===== src/rtl/core/pgm_pkg.sv =====
// ----------------------------------------------------------------------------
// pgm_pkg
// Shared types and constants of the path glob matcher: item layouts, item
// kinds, token classes and the special pattern characters.
// ----------------------------------------------------------------------------
package pgm_pkg;

    // default pattern capacity in bytes
    localparam int MAX_PATTERN_DEF = 64;

    // entries of the queue between front and back
    localparam int QUEUE_DEPTH = 2;

    // item kinds
    localparam logic [1:0] KIND_CLEAR   = 2'd0;
    localparam logic [1:0] KIND_APPEND  = 2'd1;
    localparam logic [1:0] KIND_SUBJECT = 2'd2;
    localparam logic [1:0] KIND_END     = 2'd3;

    // token classes per pattern position
    localparam logic [2:0] TC_LITERAL  = 3'd0;
    localparam logic [2:0] TC_QUESTION = 3'd1;
    localparam logic [2:0] TC_STAR     = 3'd2;
    localparam logic [2:0] TC_DSTAR_A  = 3'd3;
    localparam logic [2:0] TC_DSTAR_B  = 3'd4;

    // special pattern characters
    localparam logic [7:0] CH_STAR     = 8'h2A;
    localparam logic [7:0] CH_QUESTION = 8'h3F;
    localparam logic [7:0] CH_SLASH    = 8'h2F;

    // input item
    typedef struct packed {
        logic [1:0] kind;
        logic [7:0] byte_value;
    } t_in_item;

    // result item
    typedef struct packed {
        logic matched;
        logic pattern_overflow;
    } t_out_item;

    // classified item held in the queue
    typedef struct packed {
        logic [1:0] kind;
        logic [7:0] byte_value;
        logic       is_star;
        logic       is_question;
        logic       is_slash;
    } t_cmd;

endpackage


===== src/rtl/core/pgm_front.sv =====
// ----------------------------------------------------------------------------
// pgm_front
// Accepts input items, decodes the special characters of the byte and
// holds the classified items in a short queue for the matching engine.
// ----------------------------------------------------------------------------
module pgm_front (
    input  logic            i_clk,
    input  logic            i_rst_n,
    input  logic            i_valid,
    output logic            o_ready,
    input  pgm_pkg::t_in_item i_item,
    output logic            o_cmd_valid,
    input  logic            i_cmd_ready,
    output pgm_pkg::t_cmd   o_cmd
);
    import pgm_pkg::*;

    localparam int PW = (QUEUE_DEPTH > 1) ? $clog2(QUEUE_DEPTH) : 1;
    localparam int CW = $clog2(QUEUE_DEPTH + 1);

    t_cmd            r_mem [QUEUE_DEPTH];
    logic [PW-1:0]   r_wr_ptr;
    logic [PW-1:0]   r_rd_ptr;
    logic [CW-1:0]   r_count;
    logic            w_push;
    logic            w_pop;
    t_cmd            w_cmd;

    // classify the incoming byte
    always_comb begin
        w_cmd.kind        = i_item.kind;
        w_cmd.byte_value  = i_item.byte_value;
        w_cmd.is_star     = (i_item.byte_value == CH_STAR);
        w_cmd.is_question = (i_item.byte_value == CH_QUESTION);
        w_cmd.is_slash    = (i_item.byte_value == CH_SLASH);
    end

    assign o_ready     = (r_count != CW'(QUEUE_DEPTH));
    assign w_push      = i_valid && o_ready;
    assign o_cmd_valid = (r_count != '0);
    assign w_pop       = o_cmd_valid && i_cmd_ready;
    assign o_cmd       = r_mem[r_rd_ptr];

    // queue storage
    always_ff @(posedge i_clk) begin
        if (w_push) begin
            r_mem[r_wr_ptr] <= w_cmd;
        end
    end

    // queue pointers and fill count
    always_ff @(posedge i_clk) begin
        if (!i_rst_n) begin
            r_wr_ptr <= '0;
            r_rd_ptr <= '0;
            r_count  <= '0;
        end else begin
            if (w_push) begin
                r_wr_ptr <= (r_wr_ptr == PW'(QUEUE_DEPTH - 1)) ? '0 : r_wr_ptr + 1'b1;
            end
            if (w_pop) begin
                r_rd_ptr <= (r_rd_ptr == PW'(QUEUE_DEPTH - 1)) ? '0 : r_rd_ptr + 1'b1;
            end
            if (w_push && !w_pop) begin
                r_count <= r_count + 1'b1;
            end else if (!w_push && w_pop) begin
                r_count <= r_count - 1'b1;
            end
        end
    end

    // queue never overfills
    a_count_bound: assert property (@(posedge i_clk) disable iff (!i_rst_n)
        r_count <= CW'(QUEUE_DEPTH))
        else $error("queue count beyond depth");

    // a push alone grows the count by one
    a_push_grows: assert property (@(posedge i_clk) disable iff (!i_rst_n)
        w_push && !w_pop |=> r_count == $past(r_count) + 1'b1)
        else $error("queue count did not grow on push");

    // a pop alone shrinks the count by one
    a_pop_shrinks: assert property (@(posedge i_clk) disable iff (!i_rst_n)
        w_pop && !w_push |=> r_count == $past(r_count) - 1'b1)
        else $error("queue count did not shrink on pop");

endmodule


===== src/rtl/core/pgm_back.sv =====
// ----------------------------------------------------------------------------
// pgm_back
// Matching engine: one cell per pattern position holds the byte and its
// token class, a bit-parallel NFA advances all positions on each subject
// byte, and an output register holds the result of an end-of-subject item.
// ----------------------------------------------------------------------------
module pgm_back #(
    parameter int MAX_PATTERN = pgm_pkg::MAX_PATTERN_DEF
) (
    input  logic               i_clk,
    input  logic               i_rst_n,
    input  logic               i_cmd_valid,
    output logic               o_cmd_ready,
    input  pgm_pkg::t_cmd      i_cmd,
    output logic               o_valid,
    input  logic               i_ready,
    output pgm_pkg::t_out_item o_item
);
    import pgm_pkg::*;

    localparam int P  = MAX_PATTERN;
    localparam int LW = $clog2(P + 1);
    localparam logic [P:0] RAW_START = (P + 1)'(1);

    logic [7:0]    r_store [P];
    logic [2:0]    r_class [P];
    logic [LW-1:0] r_len;
    logic          r_ovf;
    logic          r_last_star;
    logic [P:0]    r_raw;
    logic          r_out_valid;
    t_out_item     r_out;

    logic [P:0]    w_pass;
    logic [P:0]    w_gen;
    logic [P:0]    w_sum;
    logic [P:0]    w_act;
    logic [P-1:0]  w_adv;
    logic [P-1:0]  w_stay;
    logic [P:0]    w_next;
    logic          w_pop;
    logic          w_full;
    logic          w_wr_en;
    logic          w_pair;

    // an end item waits for room in the output register
    assign o_cmd_ready = (i_cmd.kind != KIND_END) || !r_out_valid || i_ready;
    assign w_pop       = i_cmd_valid && o_cmd_ready;
    assign w_full      = (r_len == LW'(P));
    assign w_wr_en     = w_pop && (i_cmd.kind == KIND_APPEND) && !w_full;
    assign w_pair      = i_cmd.is_star && r_last_star;

    // star positions inside the pattern let the active set skip forward
    generate
        for (genvar p = 0; p < P; p++) begin : g_pass
            assign w_pass[p] = (LW'(p) < r_len) && ((r_class[p] == TC_STAR)
                || (r_class[p] == TC_DSTAR_A) || (r_class[p] == TC_DSTAR_B));
        end
    endgenerate
    assign w_pass[P] = 1'b0;

    // closure over star skips as a carry chain: carries mark reached positions
    assign w_gen = r_raw & w_pass;
    assign w_sum = w_gen + w_pass;
    assign w_act = r_raw | (w_sum ^ w_gen ^ w_pass);

    // per-position step on a subject byte
    generate
        for (genvar p = 0; p < P; p++) begin : g_step
            logic w_hit;
            assign w_hit = w_act[p] && (LW'(p) < r_len);
            assign w_adv[p] = w_hit && (
                ((r_class[p] == TC_LITERAL) && (r_store[p] == i_cmd.byte_value))
                || ((r_class[p] == TC_QUESTION) && !i_cmd.is_slash));
            assign w_stay[p] = w_hit && (
                ((r_class[p] == TC_STAR) && !i_cmd.is_slash)
                || (r_class[p] == TC_DSTAR_A));
        end
    endgenerate
    assign w_next = {w_adv, 1'b0} | {1'b0, w_stay};

    // pattern cells
    generate
        for (genvar p = 0; p < P; p++) begin : g_cell
            always_ff @(posedge i_clk) begin
                if (w_wr_en && (r_len == LW'(p))) begin
                    r_store[p] <= i_cmd.byte_value;
                    if (i_cmd.is_star) begin
                        r_class[p] <= w_pair ? TC_DSTAR_B : TC_STAR;
                    end else if (i_cmd.is_question) begin
                        r_class[p] <= TC_QUESTION;
                    end else begin
                        r_class[p] <= TC_LITERAL;
                    end
                end else if (w_wr_en && w_pair && (r_len == LW'(p + 1))) begin
                    r_class[p] <= TC_DSTAR_A;
                end
            end
        end
    endgenerate

    // pattern length, overflow and active set
    always_ff @(posedge i_clk) begin
        if (!i_rst_n) begin
            r_len       <= '0;
            r_ovf       <= 1'b0;
            r_last_star <= 1'b0;
            r_raw       <= RAW_START;
        end else if (w_pop) begin
            case (i_cmd.kind)
                KIND_CLEAR: begin
                    r_len       <= '0;
                    r_ovf       <= 1'b0;
                    r_last_star <= 1'b0;
                    r_raw       <= RAW_START;
                end
                KIND_APPEND: begin
                    if (w_full) begin
                        r_ovf <= 1'b1;
                    end else begin
                        r_len       <= r_len + 1'b1;
                        r_last_star <= i_cmd.is_star && !r_last_star;
                    end
                    r_raw <= RAW_START;
                end
                KIND_SUBJECT: begin
                    r_raw <= w_next;
                end
                KIND_END: begin
                    r_raw <= RAW_START;
                end
                default: begin
                    r_raw <= r_raw;
                end
            endcase
        end
    end

    // output register
    always_ff @(posedge i_clk) begin
        if (!i_rst_n) begin
            r_out_valid <= 1'b0;
        end else if (w_pop && (i_cmd.kind == KIND_END)) begin
            r_out_valid <= 1'b1;
        end else if (i_ready) begin
            r_out_valid <= 1'b0;
        end
    end

    always_ff @(posedge i_clk) begin
        if (w_pop && (i_cmd.kind == KIND_END)) begin
            r_out.matched          <= w_act[r_len] && !r_ovf;
            r_out.pattern_overflow <= r_ovf;
        end
    end

    assign o_valid = r_out_valid;
    assign o_item  = r_out;

    // pattern length stays within capacity
    a_len_bound: assert property (@(posedge i_clk) disable iff (!i_rst_n)
        r_len <= LW'(P))
        else $error("pattern length beyond capacity");

    // a clear empties the pattern and drops the overflow
    a_clear: assert property (@(posedge i_clk) disable iff (!i_rst_n)
        w_pop && (i_cmd.kind == KIND_CLEAR) |=> (r_len == '0) && !r_ovf
            && (r_raw == RAW_START))
        else $error("clear did not rearm the matcher");

    // an overflowed pattern never reports a match
    a_ovf_no_match: assert property (@(posedge i_clk) disable iff (!i_rst_n)
        o_valid |-> !(o_item.matched && o_item.pattern_overflow))
        else $error("match reported with overflow");

    // an append at capacity leaves the length alone and flags overflow
    a_ovf_set: assert property (@(posedge i_clk) disable iff (!i_rst_n)
        w_pop && (i_cmd.kind == KIND_APPEND) && w_full |=> r_ovf && (r_len == LW'(P)))
        else $error("overflow not flagged on full append");

endmodule


===== src/rtl/core/path_glob_matcher.sv =====
// ----------------------------------------------------------------------------
// path_glob_matcher
// Path glob matcher with '?', '*' and '**' run as a bit-parallel NFA.
// ----------------------------------------------------------------------------
// The block takes one item per clock cycle of any kind, pattern bytes and
// subject bytes alike, as long as the output side does not hold back a
// result. An end-of-subject item passes through the queue, and the engine
// then writes its result into the output register.
// Each subject byte updates every pattern position at once: one cell per
// position compares the byte, and the star-skip closure of the active set is
// a single carry chain of MAX_PATTERN+1 bits, which sets the clock period.
// A two-entry queue separates the input from the engine, so input and
// output stall independently; the input stalls only while the output side
// holds back a result and the queue has filled. Patterns longer than
// MAX_PATTERN bytes are truncated, flagged, and never report a match.
// ----------------------------------------------------------------------------
module path_glob_matcher #(
    parameter int MAX_PATTERN = pgm_pkg::MAX_PATTERN_DEF
) (
    input  logic               i_clk,
    input  logic               i_rst_n,
    input  logic               i_valid,
    output logic               o_ready,
    input  pgm_pkg::t_in_item  i_item,
    output logic               o_valid,
    input  logic               i_ready,
    output pgm_pkg::t_out_item o_item
);
    import pgm_pkg::*;

    logic w_cmd_valid;
    logic w_cmd_ready;
    t_cmd w_cmd;

    // input side and queue
    pgm_front u_front (
        .i_clk       (i_clk),
        .i_rst_n     (i_rst_n),
        .i_valid     (i_valid),
        .o_ready     (o_ready),
        .i_item      (i_item),
        .o_cmd_valid (w_cmd_valid),
        .i_cmd_ready (w_cmd_ready),
        .o_cmd       (w_cmd)
    );

    // matching engine and result register
    pgm_back #(
        .MAX_PATTERN (MAX_PATTERN)
    ) u_back (
        .i_clk       (i_clk),
        .i_rst_n     (i_rst_n),
        .i_cmd_valid (w_cmd_valid),
        .o_cmd_ready (w_cmd_ready),
        .i_cmd       (w_cmd),
        .o_valid     (o_valid),
        .i_ready     (i_ready),
        .o_item      (o_item)
    );

endmodule


===== config.mk =====
export PLATFORM = sky130hd
export DESIGN_NAME = path_glob_matcher
export DESIGN_NICKNAME = d
export VERILOG_FILES = /design/src/rtl/core/pgm_pkg.sv /design/src/rtl/core/pgm_front.sv /design/src/rtl/core/pgm_back.sv /design/src/rtl/core/path_glob_matcher.sv
export SDC_FILE = /design/constraint.sdc
export NUM_CORES = 2
export LEC_CHECK = 0
export CORE_MARGIN = 1.5
export CORE_UTILIZATION = 60
export CTS_CLUSTER_SIZE = 12
export DETAILED_ROUTE_END_ITERATION = 10
export DONT_BUFFER_PORTS = 1
export MAX_ROUTING_LAYER = met4
export PLACE_DENSITY = 0.75
export RECOVER_POWER = 50
export SLEW_MARGIN = 30
export SYNTH_ARGS = -nofsm -noshare
export SYNTH_HDL_FRONTEND = slang
export SYNTH_SLANG_ARGS = --single-unit
export TNS_END_PERCENT = 50

===== constraint.sdc =====
create_clock -name i_clk -period 5.44 [get_ports i_clk]
set_input_delay 0.272 -clock i_clk [delete_from_list [all_inputs] [get_ports i_clk]]
set_output_delay 0.272 -clock i_clk [all_outputs]
set_load 0.005 [all_outputs]

==> impl_metrics.toml <==
[status]
status = "finished with violations"
violations = "capacitance limit, slew limit"

[routing]
wl_per_cell_um = 29.4
dr.pass1.iters = 6
detail-route-antenna-nets = 0
drtIter0Drc = 4156
wirelength_um = 142000
vias = 33057
avgViaCountPerCell = 6.83
drcViolationCount = 0

[global_routing]
grt_max_degree = 129
grt_pass1_vias = 31499
grt_usage = 0.407
grt_pass1_wl_um = 207000
overflow = 0
antenna_found_initial = 0

[worst_hold_path]
hp-class = "in2reg"
hold_depth = 3

[sta]
slew_violations = 427
finalSetupViolations = 0
rsz0062_at_grt = "false"
hold_viol = 0
tightestPinTransition_ns = 3.37
fin_ws_ns = 0.247
relSlewSlack = -1.25
fin_skew_ns = 0.0352
post-route-period-util = 0.955
setup-tns-final_ns = 0
period_needed_ns = 5.19
fmax_mhz = 193

[final_layout]
fin_nets = 3868
seq_area_sq_um = 23600
multi_input_area_sq_um = 17400
layout-drive-gt1-share = 0.0819
area_growth_pct = 9.74
antenna_cells = 0
fill_cells = 5258

[floorplanning]
rows = 96
fp.coreArea_sq_um = 69100
dieWidth_um = 268
start_util = 0.610
io_pins = 18
fp.dieH_um = 268
dieArea_sq_um = 71800

[critical_path]
cp_max_fo = 64
reg2reg_depth = 5
critPathCaptureType = "flop"
worstSetupStartpointType = "flop"
worstSetupPathType = "reg2reg"
worstPathArrival_ns = 5.16
crit_required_ns = 5.41

[yosys]
netlist_area_sq_um = 42100
synthCells = 3823
synth_top_area_share = 0.521
async_flop_share = 0
yosysSeqAreaShare = 0.560
synth.most_common_cell = "edfxtp_1"
synth-main-ff-cell = "edfxtp_1"
ys_warn_count = 0
synth.cells.most_frequent = "edfxtp_1 (731), xor2_1 (500), nor2_1 (362)"
synth_fp_nets = 3843
syn_area_per_cell_sq_um = 11.0
synth_edf_count = 731
netlist_top_cells_area = "edfxtp_1 (52%), xor2_1 (10%), dfxtp_1 (3.8%), a21oi_1 (3.4%), nor2_1 (3.2%)"
yosysTopAreaCell = "edfxtp_1"
ys_ff_latch = 812
ys_types = 110

[placement]
place_ws_ns = 0.465
port_buffers = 0
place_hpwl_um = 97800
gp_congestion = 1.13

[clocking]
cts_tree = "yes"
ctsResizeCount = 0
cts_buffer_depth = 3
root_buffer = "clkbuf_16"
cts_max_level = 3
cts_setup_buffers = 0
clk_pin_slew_ns = 0.06
clock_latency_ns = 0.67
cts_made_buffers = 84
cts.sinks = 812

[flow_run]
maxCapViolCount = 14

[power_and_ir_drop]
power.internal_mw = 11.5
cellPowerDensity_nw_per_um2 = 374
p_sw_frac = 0.334
power_leakage_nw = 15.2
p_switching_mw = 5.77
combPwrFrac = 0.251
seqPwrFrac = 0.428
peakVddDrop_mv = 0.767
clkPwrFrac = 0.322
power_mw = 17.3
-- through the flow --
stage / utilization / std cells / hold WS [ns] / instance area, sq um
6_report: 0.669 / 4837 / 0.0416 / 46200
5_1_grt: 0.669 / 4837 / 0.0361 / 46200
4_1_cts: 0.672 / 4835 / 0.00585 / 46400
3_5_place_dp: 0.633 / 4678 / 0.345 / 43700
3_3_place_gp: 0.633 / 4678 / 0.349 / 43700
2_1_floorplan: - / 3823 / 0.334 / 42100
-- per-layer routing --
metal	GRT usage	wire [um]
met5	-	0
met4	0.193	7150
met3	0.0685	13700
met2	0.592	61800
met1	0.560	59400
-- placed cells by master, fill, tap and decap left out, types with 19 or more instances in the layout --
cell / instances
or3_1: 35
a211o_1: 23
mux2i_1: 25
a211oi_1: 22
o32ai_1: 46
nor3_1: 116
o211ai_1: 24
buf_4: 104
o21a_1: 19
nand2_1: 216
inv_1: 81
xnor2_1: 20
nand3_1: 77
a21o_1: 25
a21oi_1: 285
nand2b_1: 31
nor3b_1: 33
xor2_1: 500
nor4_1: 31
o21ai_0: 193
a31oi_1: 29
nand4_1: 138
clkbuf_1: 45
edfxtp_1: 731
a22oi_1: 60
dfxtp_1: 77
nor2b_1: 38
clkbuf_16: 85
nor2_1: 361
and2_1: 32
-- power groups by stage --
stage | clock, mW | combinational (mW) | sequential (mW)
after floorplan | 0 | 2.51 | 7.47
after global placement | 0 | 4.23 | 7.50
after detailed placement | 0 | 4.30 | 7.51
after CTS | 5.56 | 4.34 | 7.38
after global routing | 5.78 | 4.54 | 7.40
final | 5.56 | 4.34 | 7.39
-- worst paths after layout --
| kind | startpoint | slack, ns | endpoint |
|---|---|---|---|
| min reg2reg | u_back.r_raw[64]$_SDFFE_PN0P_ | 0.47 | u_back.r_raw[64]$_SDFFE_PN0P_ |
| min | i_item[5] | 0.04 | u_front.r_mem[0][1]$_DFFE_PP_ |
| max | flop | 0.25 | u_back.r_store[0][194]$_DFFE_PP_ |
| max reg2reg | flop | 0.25 | u_back.r_store[0][194]$_DFFE_PP_ |
-- cell families after synthesis --
kind of cell    after synthesis  share of synthesized area
fa+ha+maj                     6                    0.00178
flops                       812                      0.560
xor+xnor                    520                      0.108
buf+inv                     297                     0.0294
mux                          39                    0.00959
compound gates              922                      0.144
simple gates               1227                      0.148
-- state kept, by name, summed over array words and instances, names as in the netlist, named ones only --
signal	cells
u_front.r_wr_ptr	1
u_front.r_mem	26
u_back.r_last_star	1
u_back.r_store	512
u_back.r_class	192
u_back.r_ovf	1
u_back.r_len	7
u_front.r_rd_ptr	1
u_front.r_count	2
u_back.o_item	2
u_back.r_raw	65
u_back.o_valid	1
-- timing repair --
action,4_1_cts,5_1_grt
hold buffers,13,0
setup endpoints to repair,0,0
hold endpoints to repair,35,0
-- area by class of cell --
type	instances	area share
flip-flops and latches	812	0.510
multi-input cells	2714	0.376
clock buffers	121	0.0498
well taps	931	0.0252
repair buffers	149	0.0251
inverters	87	0.00706
clock inverters	23	0.00660
-- critical path, cell delays in order (launching register included) --
cell      delay [ns]
dfxtp_1         0.38
buf_4           0.30
mux2i_4         0.27
clkbuf_1        2.34
inv_2          -0.03
clkbuf_2        1.08
Note: power is estimated with default switching activity, not from simulation.
